<file path="src/sv/ldbw_pkg.sv">
// Shared constants and types of the longest distinct-byte window block.
package ldbw_pkg;

   // Fixed field widths
   localparam int CHAR_WIDTH = 8;
   localparam int OUT_WIDTH  = 16;

   // Parameter defaults
   localparam int ALPHABET_SIZE_DEF = 256;
   localparam int POS_WIDTH_DEF     = 16;

   // Largest table that keeps its valid bits in flip-flops
   localparam int VALID_FLOP_MAX = 256;

   // String tag width for tables above VALID_FLOP_MAX entries
   localparam int EPOCH_WIDTH = 8;

   // Table control from the pipeline
   typedef struct packed {
      logic rd_en;       // transaction accepted, look up its byte
      logic new_string;  // accepted byte begins a new string
      logic start_wait;  // a string start is offered on the input
      logic wr_en;       // window stage retires a byte
      logic wr_pending;  // window stage holds a byte not yet written
   } tbl_ctrl_type;

endpackage

</file>
<file path="src/sv/longest_distinct_byte_window_core.sv">
// Top level of the longest distinct-byte window block.
// Takes one byte per transaction and returns one result per byte: the longest
// run of distinct bytes in the current string and the length of the distinct
// window ending at that byte. A new byte is accepted every cycle while the
// result side keeps up; a result passes through the window stage and the
// output register before it is presented. The last-seen table is read at
// acceptance and written when the window stage retires the byte, with the
// write forwarded to a following read of the same byte value. With
// ALPHABET_SIZE up to 256 the table validity sits in flip-flops and a string
// start costs nothing. Above that, each entry carries a string tag; a clearing
// pass over all entries runs after reset and again before a string start once
// the tag has reached its last value, and no byte is taken during it.
// Once a string exceeds 2**POS_WIDTH - 1 bytes the overflow flag is raised and
// the position stays saturated until the next string start.
module longest_distinct_byte_window_core #(
   parameter int ALPHABET_SIZE = ldbw_pkg::ALPHABET_SIZE_DEF,
   parameter int POS_WIDTH     = ldbw_pkg::POS_WIDTH_DEF
) (
   input  logic                            clock,
   input  logic                            reset,
   input  logic                            req_valid,
   output logic                            req_ready,
   input  logic [ldbw_pkg::CHAR_WIDTH-1:0] req_char_byte,
   input  logic                            req_string_start,
   input  logic                            req_string_end,
   output logic                            rsp_valid,
   input  logic                            rsp_ready,
   output logic [ldbw_pkg::OUT_WIDTH-1:0]  rsp_longest_so_far,
   output logic [ldbw_pkg::OUT_WIDTH-1:0]  rsp_window_length,
   output logic                            rsp_is_last,
   output logic                            rsp_overflow
);

   localparam int SYM_W = $clog2(ALPHABET_SIZE);
   localparam int CW    = ldbw_pkg::CHAR_WIDTH;
   localparam int OW    = ldbw_pkg::OUT_WIDTH;
   localparam logic [POS_WIDTH-1:0] MAXP = {POS_WIDTH{1'b1}};

   ldbw_pkg::tbl_ctrl_type tbl_ctrl;

   logic                 accept;
   logic                 out_free;
   logic                 s1_adv;
   logic                 tbl_ok;
   logic [SYM_W-1:0]     sym;
   logic [POS_WIDTH-1:0] rd_pos;
   logic                 rd_hit;

   // Position tracking at acceptance
   logic [POS_WIDTH-1:0] position_ff, position_in;
   logic                 overflowed_ff, overflowed_in;
   logic [POS_WIDTH-1:0] pos_base;
   logic                 at_max;
   logic [POS_WIDTH-1:0] idx;

   // Window stage
   logic                 s1_valid_ff;
   logic [SYM_W-1:0]     s1_sym_ff;
   logic [POS_WIDTH-1:0] s1_idx_ff;
   logic                 s1_start_ff;
   logic                 s1_last_ff;
   logic                 s1_ovf_ff;
   logic [POS_WIDTH-1:0] ws_ff, ws_in;
   logic [POS_WIDTH-1:0] best_ff, best_in;
   logic [POS_WIDTH-1:0] ws_base, best_base, ws_a;
   logic [POS_WIDTH-1:0] wlen;
   logic [OW-1:0]        best_sat, wlen_sat;

   // Output register
   logic                 rsp_valid_ff;
   logic [OW-1:0]        rsp_longest_ff;
   logic [OW-1:0]        rsp_wlen_ff;
   logic                 rsp_last_ff;
   logic                 rsp_ovf_ff;

   // Handshake
   assign out_free  = !rsp_valid_ff || rsp_ready;
   assign s1_adv    = s1_valid_ff && out_free;
   assign req_ready = tbl_ok && (!s1_valid_ff || out_free);
   assign accept    = req_valid && req_ready;

   // Reduce the byte to a table index
   generate
      if (ALPHABET_SIZE >= (1 << CW)) begin : g_sym_wide
         assign sym = SYM_W'(req_char_byte);
      end else if ((1 << SYM_W) == ALPHABET_SIZE) begin : g_sym_mask
         assign sym = req_char_byte[SYM_W-1:0];
      end else begin : g_sym_recip
         localparam int RECIP = (1 << (2 * CW)) / ALPHABET_SIZE;
         logic [3*CW:0]  prod;
         logic [CW-1:0]  q_est;
         logic [2*CW-1:0] qd;
         logic [CW:0]    rem0, rem1;

         // Estimate the quotient low by at most one, then correct once
         assign prod  = (3*CW+1)'(req_char_byte) * (3*CW+1)'(RECIP);
         assign q_est = prod[3*CW-1:2*CW];
         assign qd    = (2*CW)'(q_est) * (2*CW)'(ALPHABET_SIZE);
         assign rem0  = (CW+1)'(req_char_byte) - qd[CW:0];
         assign rem1  = (rem0 >= (CW+1)'(ALPHABET_SIZE)) ?
                        rem0 - (CW+1)'(ALPHABET_SIZE) : rem0;
         assign sym   = rem1[SYM_W-1:0];
      end
   endgenerate

   // Advance the position, saturating at the counter limit; the index stops one short of it
   always_comb begin
      pos_base      = req_string_start ? '0 : position_ff;
      overflowed_in = req_string_start ? 1'b0 : overflowed_ff;
      at_max        = (pos_base == MAXP);
      if (at_max) begin
         idx           = MAXP - POS_WIDTH'(1);
         position_in   = pos_base;
         overflowed_in = 1'b1;
      end else begin
         idx           = pos_base;
         position_in   = pos_base + POS_WIDTH'(1);
      end
   end

   always_ff @(posedge clock) begin
      if (reset) begin
         position_ff   <= '0;
         overflowed_ff <= 1'b0;
      end else if (accept) begin
         position_ff   <= position_in;
         overflowed_ff <= overflowed_in;
      end
   end

   // Load the window stage
   always_ff @(posedge clock) begin
      if (reset) begin
         s1_valid_ff <= 1'b0;
      end else if (accept) begin
         s1_valid_ff <= 1'b1;
      end else if (s1_adv) begin
         s1_valid_ff <= 1'b0;
      end
   end

   always_ff @(posedge clock) begin
      if (accept) begin
         s1_sym_ff   <= sym;
         s1_idx_ff   <= idx;
         s1_start_ff <= req_string_start;
         s1_last_ff  <= req_string_end;
         s1_ovf_ff   <= overflowed_in;
      end
   end

   // Last-seen table
   assign tbl_ctrl.rd_en      = accept;
   assign tbl_ctrl.new_string = req_string_start;
   assign tbl_ctrl.start_wait = req_valid && req_string_start;
   assign tbl_ctrl.wr_en      = s1_adv;
   assign tbl_ctrl.wr_pending = s1_valid_ff;

   ldbw_table #(
      .ALPHABET_SIZE (ALPHABET_SIZE),
      .POS_WIDTH     (POS_WIDTH)
   ) u_table (
      .clock     (clock),
      .reset     (reset),
      .ctrl      (tbl_ctrl),
      .rd_addr   (sym),
      .wr_addr   (s1_sym_ff),
      .wr_pos    (s1_idx_ff + POS_WIDTH'(1)),
      .rd_pos    (rd_pos),
      .rd_hit    (rd_hit),
      .accept_ok (tbl_ok)
   );

   // Move the window start past a repeat and update the best length
   always_comb begin
      ws_base   = s1_start_ff ? '0 : ws_ff;
      best_base = s1_start_ff ? '0 : best_ff;
      ws_a      = (rd_hit && (rd_pos > ws_base)) ? rd_pos : ws_base;
      ws_in     = (ws_a > s1_idx_ff) ? s1_idx_ff : ws_a;
      wlen      = s1_idx_ff - ws_in + POS_WIDTH'(1);
      best_in   = (wlen > best_base) ? wlen : best_base;
   end

   always_ff @(posedge clock) begin
      if (reset) begin
         ws_ff   <= '0;
         best_ff <= '0;
      end else if (s1_adv) begin
         ws_ff   <= ws_in;
         best_ff <= best_in;
      end
   end

   // Fit lengths to the result width
   generate
      if (POS_WIDTH > OW) begin : g_sat
         assign best_sat = (|best_in[POS_WIDTH-1:OW]) ? {OW{1'b1}} : best_in[OW-1:0];
         assign wlen_sat = (|wlen[POS_WIDTH-1:OW]) ? {OW{1'b1}} : wlen[OW-1:0];
      end else begin : g_ext
         assign best_sat = OW'(best_in);
         assign wlen_sat = OW'(wlen);
      end
   endgenerate

   // Output register
   always_ff @(posedge clock) begin
      if (reset) begin
         rsp_valid_ff <= 1'b0;
      end else if (s1_adv) begin
         rsp_valid_ff <= 1'b1;
      end else if (rsp_ready) begin
         rsp_valid_ff <= 1'b0;
      end
   end

   always_ff @(posedge clock) begin
      if (s1_adv) begin
         rsp_longest_ff <= best_sat;
         rsp_wlen_ff    <= wlen_sat;
         rsp_last_ff    <= s1_last_ff;
         rsp_ovf_ff     <= s1_ovf_ff;
      end
   end

   assign rsp_valid          = rsp_valid_ff;
   assign rsp_longest_so_far = rsp_longest_ff;
   assign rsp_window_length  = rsp_wlen_ff;
   assign rsp_is_last        = rsp_last_ff;
   assign rsp_overflow       = rsp_ovf_ff;

endmodule

</file>
<file path="src/sv/ldbw_table.sv">
// Last-seen position table with per-string validity and write forwarding.
module ldbw_table #(
   parameter int ALPHABET_SIZE = ldbw_pkg::ALPHABET_SIZE_DEF,
   parameter int POS_WIDTH     = ldbw_pkg::POS_WIDTH_DEF,
   localparam int SYM_W        = $clog2(ALPHABET_SIZE)
) (
   input  logic                   clock,
   input  logic                   reset,
   input  ldbw_pkg::tbl_ctrl_type ctrl,
   input  logic [SYM_W-1:0]       rd_addr,
   input  logic [SYM_W-1:0]       wr_addr,
   input  logic [POS_WIDTH-1:0]   wr_pos,
   output logic [POS_WIDTH-1:0]   rd_pos,
   output logic                   rd_hit,
   output logic                   accept_ok
);

   logic                 fwd_in;
   logic                 fwd_ff;
   logic [POS_WIDTH-1:0] fwd_pos_ff;
   logic                 new_ff;

   // Catch a write to the entry being read at the same edge
   assign fwd_in = ctrl.wr_en && (wr_addr == rd_addr);

   // Hold forwarding data alongside the read
   always_ff @(posedge clock) begin
      if (ctrl.rd_en) begin
         fwd_ff     <= fwd_in;
         fwd_pos_ff <= wr_pos;
         new_ff     <= ctrl.new_string;
      end
   end

   generate
      if (ALPHABET_SIZE <= ldbw_pkg::VALID_FLOP_MAX) begin : g_flop_valid
         logic [ALPHABET_SIZE-1:0] valid_ff;
         logic [ALPHABET_SIZE-1:0] valid_in;
         logic [POS_WIDTH-1:0]     mem [ALPHABET_SIZE];
         logic [POS_WIDTH-1:0]     q_ff;
         logic                     vhit_ff;

         // Clear all valid bits at a string start, else mark the retired entry
         always_comb begin
            valid_in = valid_ff;
            priority if (ctrl.rd_en && ctrl.new_string) begin
               valid_in = '0;
            end else if (ctrl.wr_en) begin
               valid_in[wr_addr] = 1'b1;
            end
         end

         always_ff @(posedge clock) begin
            if (reset) begin
               valid_ff <= '0;
            end else begin
               valid_ff <= valid_in;
            end
         end

         // Position memory
         always_ff @(posedge clock) begin
            if (ctrl.wr_en) begin
               mem[wr_addr] <= wr_pos;
            end
            if (ctrl.rd_en) begin
               q_ff    <= mem[rd_addr];
               vhit_ff <= valid_ff[rd_addr];
            end
         end

         assign rd_pos    = fwd_ff ? fwd_pos_ff : q_ff;
         assign rd_hit    = !new_ff && (fwd_ff || vhit_ff);
         assign accept_ok = 1'b1;
      end else begin : g_epoch_valid
         localparam int EW = ldbw_pkg::EPOCH_WIDTH;

         logic [EW+POS_WIDTH-1:0] mem [ALPHABET_SIZE];
         logic [EW+POS_WIDTH-1:0] q_ff;
         logic [EW-1:0]           epoch_ff;
         logic                    sweep_ff;
         logic [SYM_W-1:0]        cnt_ff;
         logic                    wait_wrap;
         logic                    sweep_go;
         logic                    we;
         logic [SYM_W-1:0]        wa;
         logic [EW+POS_WIDTH-1:0] wd;

         // A start on the last tag waits for a clearing pass
         assign wait_wrap = ctrl.start_wait && (epoch_ff == {EW{1'b1}});
         assign sweep_go  = !sweep_ff && wait_wrap && !ctrl.wr_pending;

         // Sweep the table after reset and before the tag wraps
         always_ff @(posedge clock) begin
            if (reset) begin
               sweep_ff <= 1'b1;
               cnt_ff   <= '0;
               epoch_ff <= '0;
            end else begin
               priority if (sweep_ff) begin
                  cnt_ff <= cnt_ff + SYM_W'(1);
                  if (cnt_ff == SYM_W'(ALPHABET_SIZE - 1)) begin
                     sweep_ff <= 1'b0;
                     epoch_ff <= EW'(1);
                  end
               end else if (sweep_go) begin
                  sweep_ff <= 1'b1;
                  cnt_ff   <= '0;
               end else if (ctrl.rd_en && ctrl.new_string) begin
                  epoch_ff <= epoch_ff + EW'(1);
               end
            end
         end

         assign we = sweep_ff || ctrl.wr_en;
         assign wa = sweep_ff ? cnt_ff : wr_addr;
         assign wd = sweep_ff ? '0 : {epoch_ff, wr_pos};

         // Tagged position memory
         always_ff @(posedge clock) begin
            if (we) begin
               mem[wa] <= wd;
            end
            if (ctrl.rd_en) begin
               q_ff <= mem[rd_addr];
            end
         end

         assign rd_pos    = fwd_ff ? fwd_pos_ff : q_ff[POS_WIDTH-1:0];
         assign rd_hit    = !new_ff &&
                            (fwd_ff || (q_ff[EW+POS_WIDTH-1:POS_WIDTH] == epoch_ff));
         assign accept_ok = !sweep_ff && !wait_wrap;
      end
   endgenerate

endmodule
</file>
<file path="config.mk">
export PLATFORM = sky130hd
export DESIGN_NAME = longest_distinct_byte_window_core
export DESIGN_NICKNAME = d
export VERILOG_FILES = /design/src/sv/ldbw_pkg.sv /design/src/sv/longest_distinct_byte_window_core.sv /design/src/sv/ldbw_table.sv
export SDC_FILE = /design/constraint.sdc
export NUM_CORES = 2
export LEC_CHECK = 0
export BUFFER_PORTS_ARGS = -buffer_cell sky130_fd_sc_hd__buf_2
export CAP_MARGIN = 20
export CORE_ASPECT_RATIO = 1.1
export CORE_UTILIZATION = 34
export CTS_CLUSTER_DIAMETER = 30
export DETAILED_ROUTE_END_ITERATION = 8
export HOLD_SLACK_MARGIN = 0.08
export PLACE_DENSITY_LB_ADDON = 0.08
export SYNTH_ARGS = -nofsm -noshare
export SYNTH_HDL_FRONTEND = slang
export SYNTH_SLANG_ARGS = --single-unit
export TNS_END_PERCENT = 10
</file>
<file path="constraint.sdc">
create_clock -name clock -period 30.8 [get_ports clock]
set_input_delay 3.08 -clock clock [delete_from_list [all_inputs] [get_ports clock]]
set_output_delay 3.08 -clock clock [all_outputs]
set_load 0.02 [all_outputs]
</file>
==> results.md <==
* Status: finished, final reports clean
* Remaining antenna violation count at 0
* Synth cell types at 56
* Multi-input logic area at 41000 µm²
* Crit path top cell by count: ha_1
* Final Cycle Share at 35.2%
* First-pass GRT wire length at 710000 µm
* Post-CTS Repair Setup Buffers at 0
* Setup ws final at 19.97 ns
* EDFF count, synth at 4191
* Max rail drop VDD at 0.0000548 V
* Static Leak at 70.3 nW
* Reg-to-reg setup timing slack at 19.97 ns
* Top Ports at 50
* Fin crit period at ~11 ns
* Synth warn at 0
* Non-filler cells, final at 16053
* Final Skew at 0.0657 ns
* Met2 Usage GRT at about a third
* P&R area growth vs syn at 25.5%
* Total grt overflow at 0
* CTS root buf: clkbuf_16
* Synth top area share at 72.5%
* Drt wl/cell at 31.5 µm
* Post-DP HPWL at 288000 µm
* Vias in the first global route at approximately 90000
* Critical path peak fanout at 26
* Core ar. at 507000 µm²
* Drt first-iter violations at roughly 6900
* Via count at 83970
* Register area at ~130000 µm²
* Critical Path RT at 31.81 ns
* Layout cells sized above 1 at about two fifths
* CTS tree: yes
* Post-cts hold buffer count at 0
* CP max stage delay at 0.81 ns
* Clk_lat worst skew at 1.11 ns
* CTS Buffer Depth at 4
* CTS Buf Count at about 940
* DP Cell Count at approximately 14000
* Starting density of the core at 34.2%
* Synthesized flop and latch total at between 4000 and 5000
* Die Wd at 683 µm
* Post-synth top area cell: edfxtp_1
* R2r endpoint: best_ff[15]
* Crit path to: best_ff[15]
* Antenna violations before repair at 37
* Worst Tran Pin Value at 1.24 ns
* Final hold violation count at 0
* Synth Area per Inst at roughly 23 µm²
* Core Util, Final at 43.0%
* Cells after synthesis at 7546
* Slew margin rel. at 17.0%
* Drt via density at 5.23
* M1 GR Usage at 27.5%
* GPL Wtd Cong at between 0.7 and 0.8
* H-tree depth at 6
* TNS Setup at 0 ns
* Pwr per Cell Area at 82.4 nW/µm²
* CP endpoint kind: register
* Startpoint types: register
* Fmax at 92.3 MHz
* Rows at 274
* Ys async rst share at 0%
* Power, Total at 18.0 mW
* Hold crit path type: reg -> reg
* Clock sinks at 4498
* Post-Syn Area at 174000 µm²
* Die area at 513000 µm²
* Worst r2r src: u_table.fwd_ff
* Count of pins over their slew limit at 0
* Fillers at ~44000
* GR peak layer: met2
* Pre-CTS setup slack at roughly 20 ns
* Port Buf Inserts at around 50
* Total wire length at around 510000 µm
* RSZ-0062 raised after global routing: false
* Final setup fails at 0
* Final-stage net count at around 8500
* Register area share after synthesis at 76.0%
* Synthesized net count at around 7600
* Met3 usage at between 3 and 4%
* Critical path origin: u_table.fwd_ff
* Crit path kind: reg -> reg
* Max cap viols at 0
* Drc violations at 0
* Gr usage total at 19.5%
* Most used DFF post-synth: edfxtp_1
* Largest cells by area after synthesis: edfxtp_1 (72%), mux4_2 (19%), dfxtp_1 (3.5%), o21a_1 (1.1%), nor2_1 (0.69%)
* Reg2Reg Depth at 35
* Worst Path Arrival at 11.84 ns
* Drt first pass iters at 8
* Die height at 751 µm
* Largest net degree at the start of global routing at 191
* Slowest-stage cell, CP: edfxtp_1
* Resized Gates After CTS at 0
* Worst-path clk slew at 0.05 ns
## how the worst min path moves through the flow
stage / start / endpoint / slack, ns / cells after the start
2_1_floorplan: s1_last_ff / rsp_is_last / 0.40 / 0
3_3_place_gp: s1_last_ff / rsp_is_last / 0.40 / 0
3_5_place_dp: s1_last_ff / rsp_is_last / 0.41 / 0
4_1_cts: s1_last_ff / rsp_is_last / 0.42 / 0
5_1_grt: s1_last_ff / rsp_is_last / 0.44 / 0
6_report: s1_last_ff / rsp_is_last / 0.43 / 0
## synthesized netlist by cell type (all sizes together), types with 3 or more instances
| master | number |
|---|---|
| edfxtp | 4191 |
| mux4 | 1445 |
| nor2 | 317 |
| dfxtp | 307 |
| clkbuf | 278 |
| o21a | 262 |
| buf | 138 |
| nand2 | 85 |
| ha | 79 |
| a21oi | 51 |
| inv | 47 |
| o21ai | 40 |
| nand2b | 34 |
| nand3 | 33 |
| xnor2 | 31 |
| nor2b | 30 |
| mux2i | 22 |
| a211oi | 20 |
| xor2 | 16 |
| mux2 | 15 |
| a21o | 14 |
| and3 | 11 |
| nand4 | 10 |
| nor3 | 10 |
| o311ai | 6 |
| nor4 | 5 |
| nor3b | 4 |
| o21bai | 4 |
| o31ai | 4 |
| or3 | 4 |
| and2 | 3 |
## power breakdown
group	switching (mW)	leakage (nW)	internal [mW]	total (mW)
Combinational	0.512	13.8	0.289	0.801
Sequential	0.0214	40.5	6.72	6.74
Clock	3.39	15.9	7.02	10.4
## layer usage
metal	part of all wire [%]	routed length, µm
met5	0.0026	13
met4	2.1	10600
met3	4.8	24200
met2	48	244000
met1	45	228000
## logic make-up (layout without fill, tap and decap cells)
family,Yosys count,after routing,synth area share (%)
and+or+nand+nor,555,555,1.40
buffers and inverters,463,2173,1.07
xor gates and xnor gates,47,47,0.237
other,0,35,0
adders and majority gates,80,80,0.581
DFF,4498,4498,76.0
AOI/OAI and AO/OA,421,421,1.71
muxes,1482,1482,19.0
## final cells by class
type	count	area share, %
clock inverters	692	3.89
well taps	6762	3.88
multi-input cells	2585	18.8
repair buffers	341	1.35
inverters	47	0.0844
diodes	35	0.0402
clock buffers	1093	11.4
flip-flops and latches	4498	60.6
## cell usage in the layout (no fill, tap or decap), types with 12 or more instances in the layout
cell type   netlist  final
bufinv_16         0    151
a21oi_1          51     50
xnor2_2           0     13
edfxtp_1       4191   4191
nor2_4            0     95
buf_8             0     16
nor2_1          317    110
ha_1             79     78
clkinvlp_4        0    132
o21ai_0          40     40
nand2b_1         34     34
xor2_1           16     15
nand2_1          85     72
inv_1            46     44
clkbuf_1        278    101
mux4_2         1445   1445
clkbuf_16         0    958
o21a_1          262    262
inv_6             0     37
xnor2_1          31     18
mux2i_1          22     22
inv_16            0     13
clkinv_4          0     92
dfxtp_1         307    307
buf_4             0    254
a211oi_1         20     20
nor2_2            0    112
nand3_1          33     27
a21o_1           14     14
buf_12            0     19
diode_2           0     35
mux2_2           15     15
nor2b_1          30     30
clkinv_1          0    104
clkinv_8          0     12
clkinv_2          0    139
buf_2            90     43
clkbuf_8          0     34
## stage by stage
step / area [µm²] / hold slack (ns)
final: 218000 / 0.428
after global routing: 218000 / 0.438
after CTS: 218000 / 0.420
after detailed placement: 184000 / 0.410
after global placement: 184000 / 0.403
after floorplan: 174000 / 0.400
## state kept, by name (all words and copies together) (netlist names), 8 cells and up
signal                         cells
u_table.g_flop_valid.q_ff         16
position_ff                       16
rsp_longest_so_far                16
s1_idx_ff                         16
best_ff                           16
rsp_window_length                 16
u_table.fwd_pos_ff                16
u_table.g_flop_valid.mem        4096
u_table.g_flop_valid.valid_ff    256
s1_sym_ff                          8
ws_ff                             16
## worst max-delay path: cells and delay by family (launching register included)
family | cells | cell delay (ns)
adders and majority gates | 6 | 2.00
AOI/OAI and AO/OA | 15 | 4.27
buffers and inverters | 3 | 0.59
and+or+nand+nor | 8 | 2.19
xor gates and xnor gates | 1 | 0.29
muxes | 2 | 0.59
DFF | 1 | 0.81
Note: power is estimated with default switching activity, not from simulation.
